**config.mk**
```make
export PLATFORM = sky130hd
export DESIGN_NAME = software_timer_pool
export DESIGN_NICKNAME = d
export VERILOG_FILES = /design/src/design/swtp_pkg.sv /design/src/design/swtp_ctrl.sv /design/src/design/swtp_datapath.sv /design/src/design/software_timer_pool.sv
export SDC_FILE = /design/constraint.sdc
export NUM_CORES = 2
export LEC_CHECK = 0
export BUFFER_PORTS_ARGS = -buffer_cell sky130_fd_sc_hd__buf_2
export CORE_MARGIN = 4
export CORE_UTILIZATION = 53
export DETAILED_ROUTE_END_ITERATION = 7
export HOLD_SLACK_MARGIN = 0.02
export PLACE_DENSITY = 0.72
export SETUP_SLACK_MARGIN = 0.15
export SYNTH_ARGS = -nofsm -noshare
export SYNTH_HDL_FRONTEND = slang
export SYNTH_SLANG_ARGS = --single-unit
```
**constraint.sdc**
```tcl
create_clock -name clk -period 6.8 [get_ports clk]
set_clock_uncertainty 0.2 [all_clocks]
set_input_delay 0.34 -clock clk [delete_from_list [all_inputs] [get_ports clk]]
set_output_delay 0.34 -clock clk [all_outputs]
set_load 0.02 [all_outputs]
```
**src/design/swtp_pkg.sv**
```systemverilog
`timescale 1ns / 1ps

package swtp_pkg;

	localparam int NUM_TIMERS_DEF = 16;
	localparam int MAX_RESULTS    = 16;
	localparam int FCW            = $clog2(MAX_RESULTS + 1);

	localparam logic [2:0] REQ_ADD    = 3'd0;
	localparam logic [2:0] REQ_DEL    = 3'd1;
	localparam logic [2:0] REQ_RELOAD = 3'd2;
	localparam logic [2:0] REQ_STOP   = 3'd3;
	localparam logic [2:0] REQ_TICK   = 3'd4;
	localparam logic [2:0] REQ_FIND   = 3'd5;

	localparam logic [2:0] ST_OK          = 3'd0;
	localparam logic [2:0] ST_FULL        = 3'd1;
	localparam logic [2:0] ST_BAD_INDEX   = 3'd2;
	localparam logic [2:0] ST_FREE        = 3'd3;
	localparam logic [2:0] ST_RUNNING     = 3'd4;
	localparam logic [2:0] ST_NOT_RUNNING = 3'd5;
	localparam logic [2:0] ST_NOT_FOUND   = 3'd6;

	typedef struct packed {
		logic load;
		logic simple;
		logic scan;
		logic flush;
	} swtp_cmd_t;

	typedef struct packed {
		logic scan_done;
	} swtp_stat_t;

endpackage

```
**src/design/swtp_ctrl.sv**
```systemverilog
`timescale 1ns / 1ps

module swtp_ctrl (
	input  logic                clk,
	input  logic                arst_n,
	input  logic                start,
	input  logic [2:0]          req_type,
	input  swtp_pkg::swtp_stat_t stat,
	output swtp_pkg::swtp_cmd_t  cmd,
	output logic                busy
);
	import swtp_pkg::*;

	localparam logic [1:0] S_IDLE   = 2'd0;
	localparam logic [1:0] S_SIMPLE = 2'd1;
	localparam logic [1:0] S_SCAN   = 2'd2;
	localparam logic [1:0] S_FLUSH  = 2'd3;

	logic [1:0] state_q;
	logic [1:0] state_nxt;

	always_comb begin
		cmd       = '0;
		state_nxt = state_q;
		case (state_q)
			S_IDLE: begin
				if (start) begin
					cmd.load = 1'b1;
					if (req_type inside {REQ_DEL, REQ_RELOAD, REQ_STOP}) begin
						state_nxt = S_SIMPLE;
					end else if (req_type inside {REQ_ADD, REQ_TICK, REQ_FIND}) begin
						state_nxt = S_SCAN;
					end
				end
			end
			S_SIMPLE: begin
				cmd.simple = 1'b1;
				state_nxt  = S_IDLE;
			end
			S_SCAN: begin
				cmd.scan = 1'b1;
				if (stat.scan_done) begin
					state_nxt = S_FLUSH;
				end
			end
			S_FLUSH: begin
				cmd.flush = 1'b1;
				state_nxt = S_IDLE;
			end
			default: begin
				state_nxt = S_IDLE;
			end
		endcase
	end

	always_ff @(posedge clk or negedge arst_n) begin
		if (!arst_n) begin
			state_q <= S_IDLE;
		end else begin
			state_q <= state_nxt;
		end
	end

	assign busy = (state_q != S_IDLE);

endmodule

```
**src/design/swtp_datapath.sv**
```systemverilog
`timescale 1ns / 1ps

module swtp_datapath #(
	parameter int NUM_TIMERS = swtp_pkg::NUM_TIMERS_DEF
) (
	input  logic                 clk,
	input  logic                 arst_n,
	input  swtp_pkg::swtp_cmd_t  cmd,
	output swtp_pkg::swtp_stat_t stat,
	input  logic [2:0]           req_type,
	input  logic [7:0]           slot_index,
	input  logic                 periodic,
	input  logic [31:0]          timeout_ticks,
	input  logic [7:0]           user_id,
	input  logic [31:0]          now_tick,
	output logic                 strobe,
	output logic [2:0]           status,
	output logic [3:0]           result_slot,
	output logic [7:0]           fired_id,
	output logic                 fired,
	output logic                 last
);
	import swtp_pkg::*;

	localparam int IW = (NUM_TIMERS > 1) ? $clog2(NUM_TIMERS) : 1;
	localparam int CW = $clog2(NUM_TIMERS + 1);

	// latched request word
	logic [2:0]  type_q;
	logic [7:0]  idx_q;
	logic        per_q;
	logic [31:0] tmo_q;
	logic [7:0]  uid_q;
	logic [31:0] now_q;

	// per-slot flags
	logic [NUM_TIMERS-1:0] used_q;
	logic [NUM_TIMERS-1:0] run_q;
	logic [NUM_TIMERS-1:0] perf_q;
	logic [CW-1:0]         free_q;

	// slot memories
	logic [31:0] tmo_mem   [NUM_TIMERS];
	logic [31:0] start_mem [NUM_TIMERS];
	logic [7:0]  uid_mem   [NUM_TIMERS];

	// scan pipeline
	logic [IW:0]   cnt_q;
	logic          issue;
	logic          vld_s1;
	logic [IW-1:0] idx_s1;
	logic [31:0]   rd_tmo_s1;
	logic [31:0]   rd_start_s1;
	logic [7:0]    rd_uid_s1;

	logic          found_q;
	logic [IW-1:0] found_idx_q;
	logic          pend_q;
	logic [IW-1:0] pend_idx_q;
	logic [7:0]    pend_id_q;
	logic [FCW-1:0] fcnt_q;

	logic [2:0]  status_q;
	logic [3:0]  slot_q;
	logic [7:0]  id_q;
	logic        fired_q;
	logic        last_q;
	logic        strobe_q;

	logic [IW-1:0] tidx;
	logic          bad;
	logic [2:0]    s_status;
	logic          do_del;
	logic          do_reload;
	logic          do_stop;

	logic [31:0] elapsed;
	logic        do_fire;
	logic        do_take;
	logic        do_match;
	logic        fire_per;

	logic          start_we;
	logic [IW-1:0] start_wa;

	logic [IW+3:0] found_ext;
	logic [IW+3:0] pend_ext;

	assign tidx = idx_q[IW-1:0];
	assign bad  = (idx_q >= 8'(NUM_TIMERS));

	always_comb begin
		s_status  = ST_OK;
		do_del    = 1'b0;
		do_reload = 1'b0;
		do_stop   = 1'b0;
		case (type_q)
			REQ_DEL: begin
				if (bad) begin
					s_status = ST_BAD_INDEX;
				end else if (free_q >= CW'(NUM_TIMERS)) begin
					s_status = ST_FREE;
				end else if (!used_q[tidx]) begin
					s_status = ST_FREE;
				end else if (run_q[tidx]) begin
					s_status = ST_RUNNING;
				end else begin
					do_del = cmd.simple;
				end
			end
			REQ_RELOAD: begin
				if (bad) begin
					s_status = ST_BAD_INDEX;
				end else if (!run_q[tidx]) begin
					s_status = ST_NOT_RUNNING;
				end else if (!used_q[tidx]) begin
					s_status = ST_FREE;
				end else begin
					do_reload = cmd.simple;
				end
			end
			REQ_STOP: begin
				if (bad) begin
					s_status = ST_BAD_INDEX;
				end else if (!run_q[tidx]) begin
					s_status = ST_OK;
				end else if (!used_q[tidx]) begin
					s_status = ST_FREE;
				end else begin
					do_stop = cmd.simple;
				end
			end
			default: begin
				s_status = ST_OK;
			end
		endcase
	end

	assign issue    = cmd.scan && (cnt_q < (IW + 1)'(NUM_TIMERS));
	assign elapsed  = now_q - rd_start_s1;
	assign do_fire  = vld_s1 && (type_q == REQ_TICK) && run_q[idx_s1] &&
	                  (elapsed > rd_tmo_s1) && (fcnt_q < FCW'(MAX_RESULTS));
	assign do_take  = vld_s1 && (type_q == REQ_ADD) && !found_q && !used_q[idx_s1];
	assign do_match = vld_s1 && (type_q == REQ_FIND) && !found_q && used_q[idx_s1] &&
	                  (rd_uid_s1 == uid_q);
	assign fire_per = perf_q[idx_s1];

	assign stat.scan_done = vld_s1 && (idx_s1 == IW'(NUM_TIMERS - 1));

	assign start_we = do_take || (do_fire && fire_per) || do_reload;
	assign start_wa = cmd.simple ? tidx : idx_s1;

	assign found_ext = {4'b0000, found_idx_q};
	assign pend_ext  = {4'b0000, pend_idx_q};

	always_ff @(posedge clk) begin
		if (cmd.load) begin
			type_q <= req_type;
			idx_q  <= slot_index;
			per_q  <= periodic;
			tmo_q  <= timeout_ticks;
			uid_q  <= user_id;
			now_q  <= now_tick;
		end
	end

	always_ff @(posedge clk) begin
		if (start_we) begin
			start_mem[start_wa] <= now_q;
		end
		if (do_take) begin
			tmo_mem[idx_s1] <= tmo_q;
			uid_mem[idx_s1] <= uid_q;
		end
		if (issue) begin
			rd_tmo_s1   <= tmo_mem[cnt_q[IW-1:0]];
			rd_start_s1 <= start_mem[cnt_q[IW-1:0]];
			rd_uid_s1   <= uid_mem[cnt_q[IW-1:0]];
		end
		idx_s1 <= cnt_q[IW-1:0];
		if (do_take || do_match) begin
			found_idx_q <= idx_s1;
		end
		if (do_fire) begin
			pend_idx_q <= idx_s1;
			pend_id_q  <= rd_uid_s1;
		end
	end

	always_ff @(posedge clk or negedge arst_n) begin
		if (!arst_n) begin
			used_q <= '0;
			run_q  <= '0;
			perf_q <= '0;
			free_q <= CW'(NUM_TIMERS);
		end else begin
			if (do_del) begin
				used_q[tidx] <= 1'b0;
				free_q       <= free_q + CW'(1);
			end
			if (do_stop) begin
				run_q[tidx] <= 1'b0;
			end
			if (do_take) begin
				used_q[idx_s1] <= 1'b1;
				run_q[idx_s1]  <= 1'b1;
				perf_q[idx_s1] <= per_q;
				free_q         <= free_q - CW'(1);
			end
			if (do_fire && !fire_per) begin
				run_q[idx_s1] <= 1'b0;
				if (used_q[idx_s1]) begin
					used_q[idx_s1] <= 1'b0;
					free_q         <= free_q + CW'(1);
				end
			end
		end
	end

	always_ff @(posedge clk or negedge arst_n) begin
		if (!arst_n) begin
			cnt_q   <= '0;
			vld_s1  <= 1'b0;
			found_q <= 1'b0;
			pend_q  <= 1'b0;
			fcnt_q  <= '0;
		end else begin
			vld_s1 <= issue;
			if (cmd.load) begin
				cnt_q   <= '0;
				found_q <= 1'b0;
				pend_q  <= 1'b0;
				fcnt_q  <= '0;
			end else begin
				if (issue) begin
					cnt_q <= cnt_q + (IW + 1)'(1);
				end
				if (do_take || do_match) begin
					found_q <= 1'b1;
				end
				if (do_fire) begin
					pend_q <= 1'b1;
					fcnt_q <= fcnt_q + FCW'(1);
				end
			end
		end
	end

	always_ff @(posedge clk or negedge arst_n) begin
		if (!arst_n) begin
			strobe_q <= 1'b0;
		end else begin
			strobe_q <= cmd.simple || cmd.flush || (do_fire && pend_q);
		end
	end

	always_ff @(posedge clk) begin
		if (cmd.simple) begin
			status_q <= s_status;
			slot_q   <= 4'd0;
			id_q     <= 8'd0;
			fired_q  <= 1'b0;
			last_q   <= 1'b1;
		end else if (do_fire && pend_q) begin
			status_q <= ST_OK;
			slot_q   <= pend_ext[3:0];
			id_q     <= pend_id_q;
			fired_q  <= 1'b1;
			last_q   <= 1'b0;
		end else if (cmd.flush) begin
			last_q <= 1'b1;
			case (type_q)
				REQ_TICK: begin
					status_q <= ST_OK;
					slot_q   <= pend_q ? pend_ext[3:0] : 4'd0;
					id_q     <= pend_q ? pend_id_q : 8'd0;
					fired_q  <= pend_q;
				end
				REQ_ADD: begin
					status_q <= found_q ? ST_OK : ST_FULL;
					slot_q   <= found_q ? found_ext[3:0] : 4'd0;
					id_q     <= 8'd0;
					fired_q  <= 1'b0;
				end
				REQ_FIND: begin
					status_q <= found_q ? ST_OK : ST_NOT_FOUND;
					slot_q   <= found_q ? found_ext[3:0] : 4'd0;
					id_q     <= 8'd0;
					fired_q  <= 1'b0;
				end
				default: begin
					status_q <= ST_OK;
					slot_q   <= 4'd0;
					id_q     <= 8'd0;
					fired_q  <= 1'b0;
				end
			endcase
		end
	end

	assign strobe      = strobe_q;
	assign status      = status_q;
	assign result_slot = slot_q;
	assign fired_id    = id_q;
	assign fired       = fired_q;
	assign last        = last_q;

endmodule

```
**src/design/software_timer_pool.sv**
```systemverilog
`timescale 1ns / 1ps
// Delete, reload and stop: busy in the SIMPLE state; the result is registered from it.
// Add, find and tick check: one sweep of the slot memories, one slot per cycle;
// busy through the SCAN and FLUSH states; the last result is registered from FLUSH.
// Fire results stream out during the sweep, one cycle each; results cannot be stalled.
// Reset (arst_n low) frees and stops all slots at once; no clearing pass.

module software_timer_pool #(
	parameter int NUM_TIMERS = swtp_pkg::NUM_TIMERS_DEF
) (
	input  logic        clk,
	input  logic        arst_n,
	input  logic        start,
	output logic        busy,
	input  logic [2:0]  req_type,
	input  logic [7:0]  slot_index,
	input  logic        periodic,
	input  logic [31:0] timeout_ticks,
	input  logic [7:0]  user_id,
	input  logic [31:0] now_tick,
	output logic        strobe,
	output logic [2:0]  status,
	output logic [3:0]  result_slot,
	output logic [7:0]  fired_id,
	output logic        fired,
	output logic        last
);
	import swtp_pkg::*;

	swtp_cmd_t  cmd;
	swtp_stat_t stat;

	swtp_ctrl u_ctrl (
		.clk      (clk),
		.arst_n   (arst_n),
		.start    (start),
		.req_type (req_type),
		.stat     (stat),
		.cmd      (cmd),
		.busy     (busy)
	);

	swtp_datapath #(
		.NUM_TIMERS (NUM_TIMERS)
	) u_dp (
		.clk           (clk),
		.arst_n        (arst_n),
		.cmd           (cmd),
		.stat          (stat),
		.req_type      (req_type),
		.slot_index    (slot_index),
		.periodic      (periodic),
		.timeout_ticks (timeout_ticks),
		.user_id       (user_id),
		.now_tick      (now_tick),
		.strobe        (strobe),
		.status        (status),
		.result_slot   (result_slot),
		.fired_id      (fired_id),
		.fired         (fired),
		.last          (last)
	);

endmodule

```
==> out/qor.csv <==
stage,metric,value,unit
logic_synthesis,ys_warn_count,0,
logic_synthesis,postSynthAreaPerCell,20.9,um^2
placement,pre_cts_slack,278,ps
clock_network,cts_root_buf,clkbuf_16,
finish,multi_input_area,13300,um^2
sta,holdWs,87.9,ps
drt,drc_errors,0,
sta,hold_viol,0,
finish,instances_no_fill,4474,
clock_network,clock_latency,760,ps
drt,routed_wl,128000,um
logic_synthesis,synthArstFlopShare,4.88,%
clock_network,clk_pin_slew,60,ps
outcome,status,finished clean,
finish,fin_nets,3132,
sta,slew_violations,0,
drt,postRouteAntennaNets,0,
global_route,grt_first_pass_wirelength,190000,um
power,power.switching,6770,uW
power,p_clk_share,32.1,%
finish,final_cell_mix,"edfxtp_1, mux4_2, clkbuf_16",
die,start_util,53.7,%
clock_network,clockBufferDepth,3,
sta,tightest_slew,1320,ps
logic_synthesis,ys.flop_type,edfxtp_1,
logic_synthesis,synth-simple-area-share,2.52,%
global_route,antenna_found_initial,5,
clock_network,cts_sinks,1414,
sta,post-route-min-period,6350,ps
power,power.share.sequential,43.8,%
die,dieArea,111000,um^2
die,die_y,333,um
clock_network,cts_tree,yes,
logic_synthesis,synth_mux_area_share,16.1,%
clock_network,cts_buffers,141,
placement,dp.cells,4121,
worst_hold_path,worstHoldPathType,in2reg,
sta,tns,0,ps
drt,routedWlPerCell,28.7,um
global_route,track_usage,23.2,%
sta,fin_ws,450,ps
power,max-vdd-ir-drop,0.369,mV
power,p_per_area,379,nW/um^2
setup_path,cp-start-kind,flop,
placement,post_dp_cell_area,58600,um^2
power,p_leak,0.0213,uW
finish,drive_gt1_share,27.9,%
drt,vias,28214,
sta,slew_headroom,11.3,%
logic_synthesis,synth_cells,2675,
finish,fill_cells,7043,
global_route,overflow,0,
placement,portBuffers,105,
setup_path,cp_data_arrival_time,6500,ps
placement,gp_congestion,0.906,
placement,place.detailed.hpwl,72900,um
global_route,grt_max_degree,122,
logic_synthesis,synth-seq-cells,1414,
finish,regArea,42000,um^2
setup_path,endpoint_kind,flop,
setup_path,critPathMaxStageDelay,970,ps
setup_path,cp_common_cell,buf_4,
logic_synthesis,synth-compound-area-share,2.73,%
finish,final_common_cell,edfxtp_1,
setup_path,crit_path_top_delay_cell,nor2_4,
logic_synthesis,synth_edf_count,1327,
finish,design_area,64300,um^2
clock_network,htree_levels,4,
power,power_frac_comb,24.1,%
finish,syn_to_final_growth,14.8,%
power,p_int,17600,uW
sta,fin_crit_sh,93.4,%
logic_synthesis,ys_types,75,
power,sw_frac_of_total,27.8,%
drt,firstDrtPassIters,7,
die,rows,118,
die,ios,106,
logic_synthesis,synthXorXnorAreaFrac,0.595,%
sta,rsz0062_at_grt,yes,
logic_synthesis,yosysSeqAreaShare,74.9,%
drt,vias_per_cell,6.31,
setup_path,critPathMaxFanout,32,
drt,drt_iter0_drc,3576,
flow_run,maxCapViolations,0,
logic_synthesis,syn_area,56000,um^2
logic_synthesis,synth_top_family_by_area,multiplexers,
die,coreArea,104000,um^2
sta,setup_viol,0,
global_route,grt_pass1_vias,28909,
setup_path,critical_path_class,reg2reg,
setup_path,path_cells,ha_1 -> a21o_1 -> a21o_1 -> a21oi_1 -> a21oi_1 -> o311a_1 -> o211a_1 -> or4_1 -> nand4_1 -> ha_1 -> nand4_1 -> nor4_2 -> buf_4 -> a31oi_1 -> nand2_1 -> nor2_1 -> o31ai_2 -> inv_2 -> a21oi_2 -> buf_4 -> buf_4 -> nor2_4,
die,die-width,333,um
sta,max_freq,157,MHz
logic_synthesis,synth_fa_ha_area_share,1.53,%
setup_path,crit_required,6950,ps
logic_synthesis,synth_nets,2830,
area by class of cell:
cell class                 instances  share of cell area (%)
antenna                            2                 0.00779
tap                             1380                    2.69
clock inverter                    94                    1.58
sequential                      1414                    65.3
inverter                         106                   0.641
timing repair buffer             274                    3.34
clock buffer                     164                    5.69
multi-input combinational       1040                    20.8
metal layers:
layer  vias up  GRT usage (%)  routed length [um]
met4         0           5.72                2520
met2      1482           37.9               64400
li1      11702              -                   -
met5         -              0                   0
met1     14834           33.5               51400
met3       196           3.71                9950
power groups by stage:
stage	Combinational (uW)	Clock, uW	Sequential, uW
after global placement	5680	0	10800
after detailed placement	5770	0	10800
after global routing	6330	8360	10700
after floorplan	4400	0	10500
after CTS	5880	7930	10700
final	5860	7820	10700
cell usage after synthesis, types with 18 or more instances:
master       n  area share (%)
ha_1        67             1.5
nand3_1     21            0.19
a21oi_1     54            0.48
dfxtp_1     18            0.64
xnor2_1     22            0.34
o21ai_0     50            0.45
nand2_1     64            0.43
nor2_1      72            0.48
mux4_2     384              15
a22oi_1     27            0.36
buf_1       30            0.20
inv_1      105            0.70
dfrtp_1     68             3.0
clkbuf_1    79            0.53
edfxtp_1  1327              71
a21o_1      23            0.31
final timing paths:
| path | from | endpoint | slack [ps] | cells after the start |
|---|---|---|---|---|
| max in group asynchronous | arst_n | u_dp.cnt_q[3] | 5520 | 3 |
| hold / removal | timeout_ticks[14] | u_dp.tmo_q[14] | 90 | 2 |
| hold reg to reg | u_dp.last | u_dp.last | 270 | 2 |
| min in group asynchronous | arst_n | u_dp.perf_q[2] | 170 | 3 |
| setup reg to reg | u_dp.now_q[8] | u_dp.start_mem[13][19] | 450 | 22 |
| setup / recovery | u_dp.now_q[8] | u_dp.start_mem[13][19] | 450 | 22 |
timing repair:
| action | 4_1_cts | 5_1_grt |
|---|---|---|
| endpoints found under the hold margin | 156 | 0 |
| gates resized for setup | 0 | 6 |
| setup buffers | 0 | 6 |
| hold buffers | 86 | 0 |
| endpoints found under the setup margin | 0 | 329 |
registers in the layout, indices dropped and copies added, names as in the netlist, 16 cells and up:
| signal | flops |
|---|---|
| u_dp.uid_mem | 128 |
| u_dp.now_q | 32 |
| u_dp.start_mem | 512 |
| u_dp.used_q | 16 |
| u_dp.run_q | 16 |
| u_dp.tmo_mem | 512 |
| u_dp.rd_start_s1 | 32 |
| u_dp.tmo_q | 32 |
| u_dp.perf_q | 16 |
| u_dp.rd_tmo_s1 | 32 |
critical path, delay by kind of cell (launching register included):
kind,cells,cell delay [ps]
adder cells (fa/ha/maj),2,650
buffers and inverters,4,590
AO/OA/AOI/OAI,9,1850
AND/OR/NAND/NOR,7,1930
flip-flops,1,720
metrics by stage:
stage	total power (uW)	utilization, %
after floorplan	14900	-
after global placement	16500	56.2
after detailed placement	16600	56.2
after CTS	24500	61.5
after global routing	25400	61.6
final	24300	61.6
logic make-up (layout without fill, tap and decap cells):
group / Yosys count / count (layout)
mux: 418 / 418
buf+inv: 222 / 638
other cells: 0 / 2
simple gates: 278 / 279
fa+ha+maj: 68 / 68
flops: 1414 / 1414
compound gates: 237 / 237
xor+xnor: 38 / 38
Note: power is estimated with default switching activity, not from simulation.
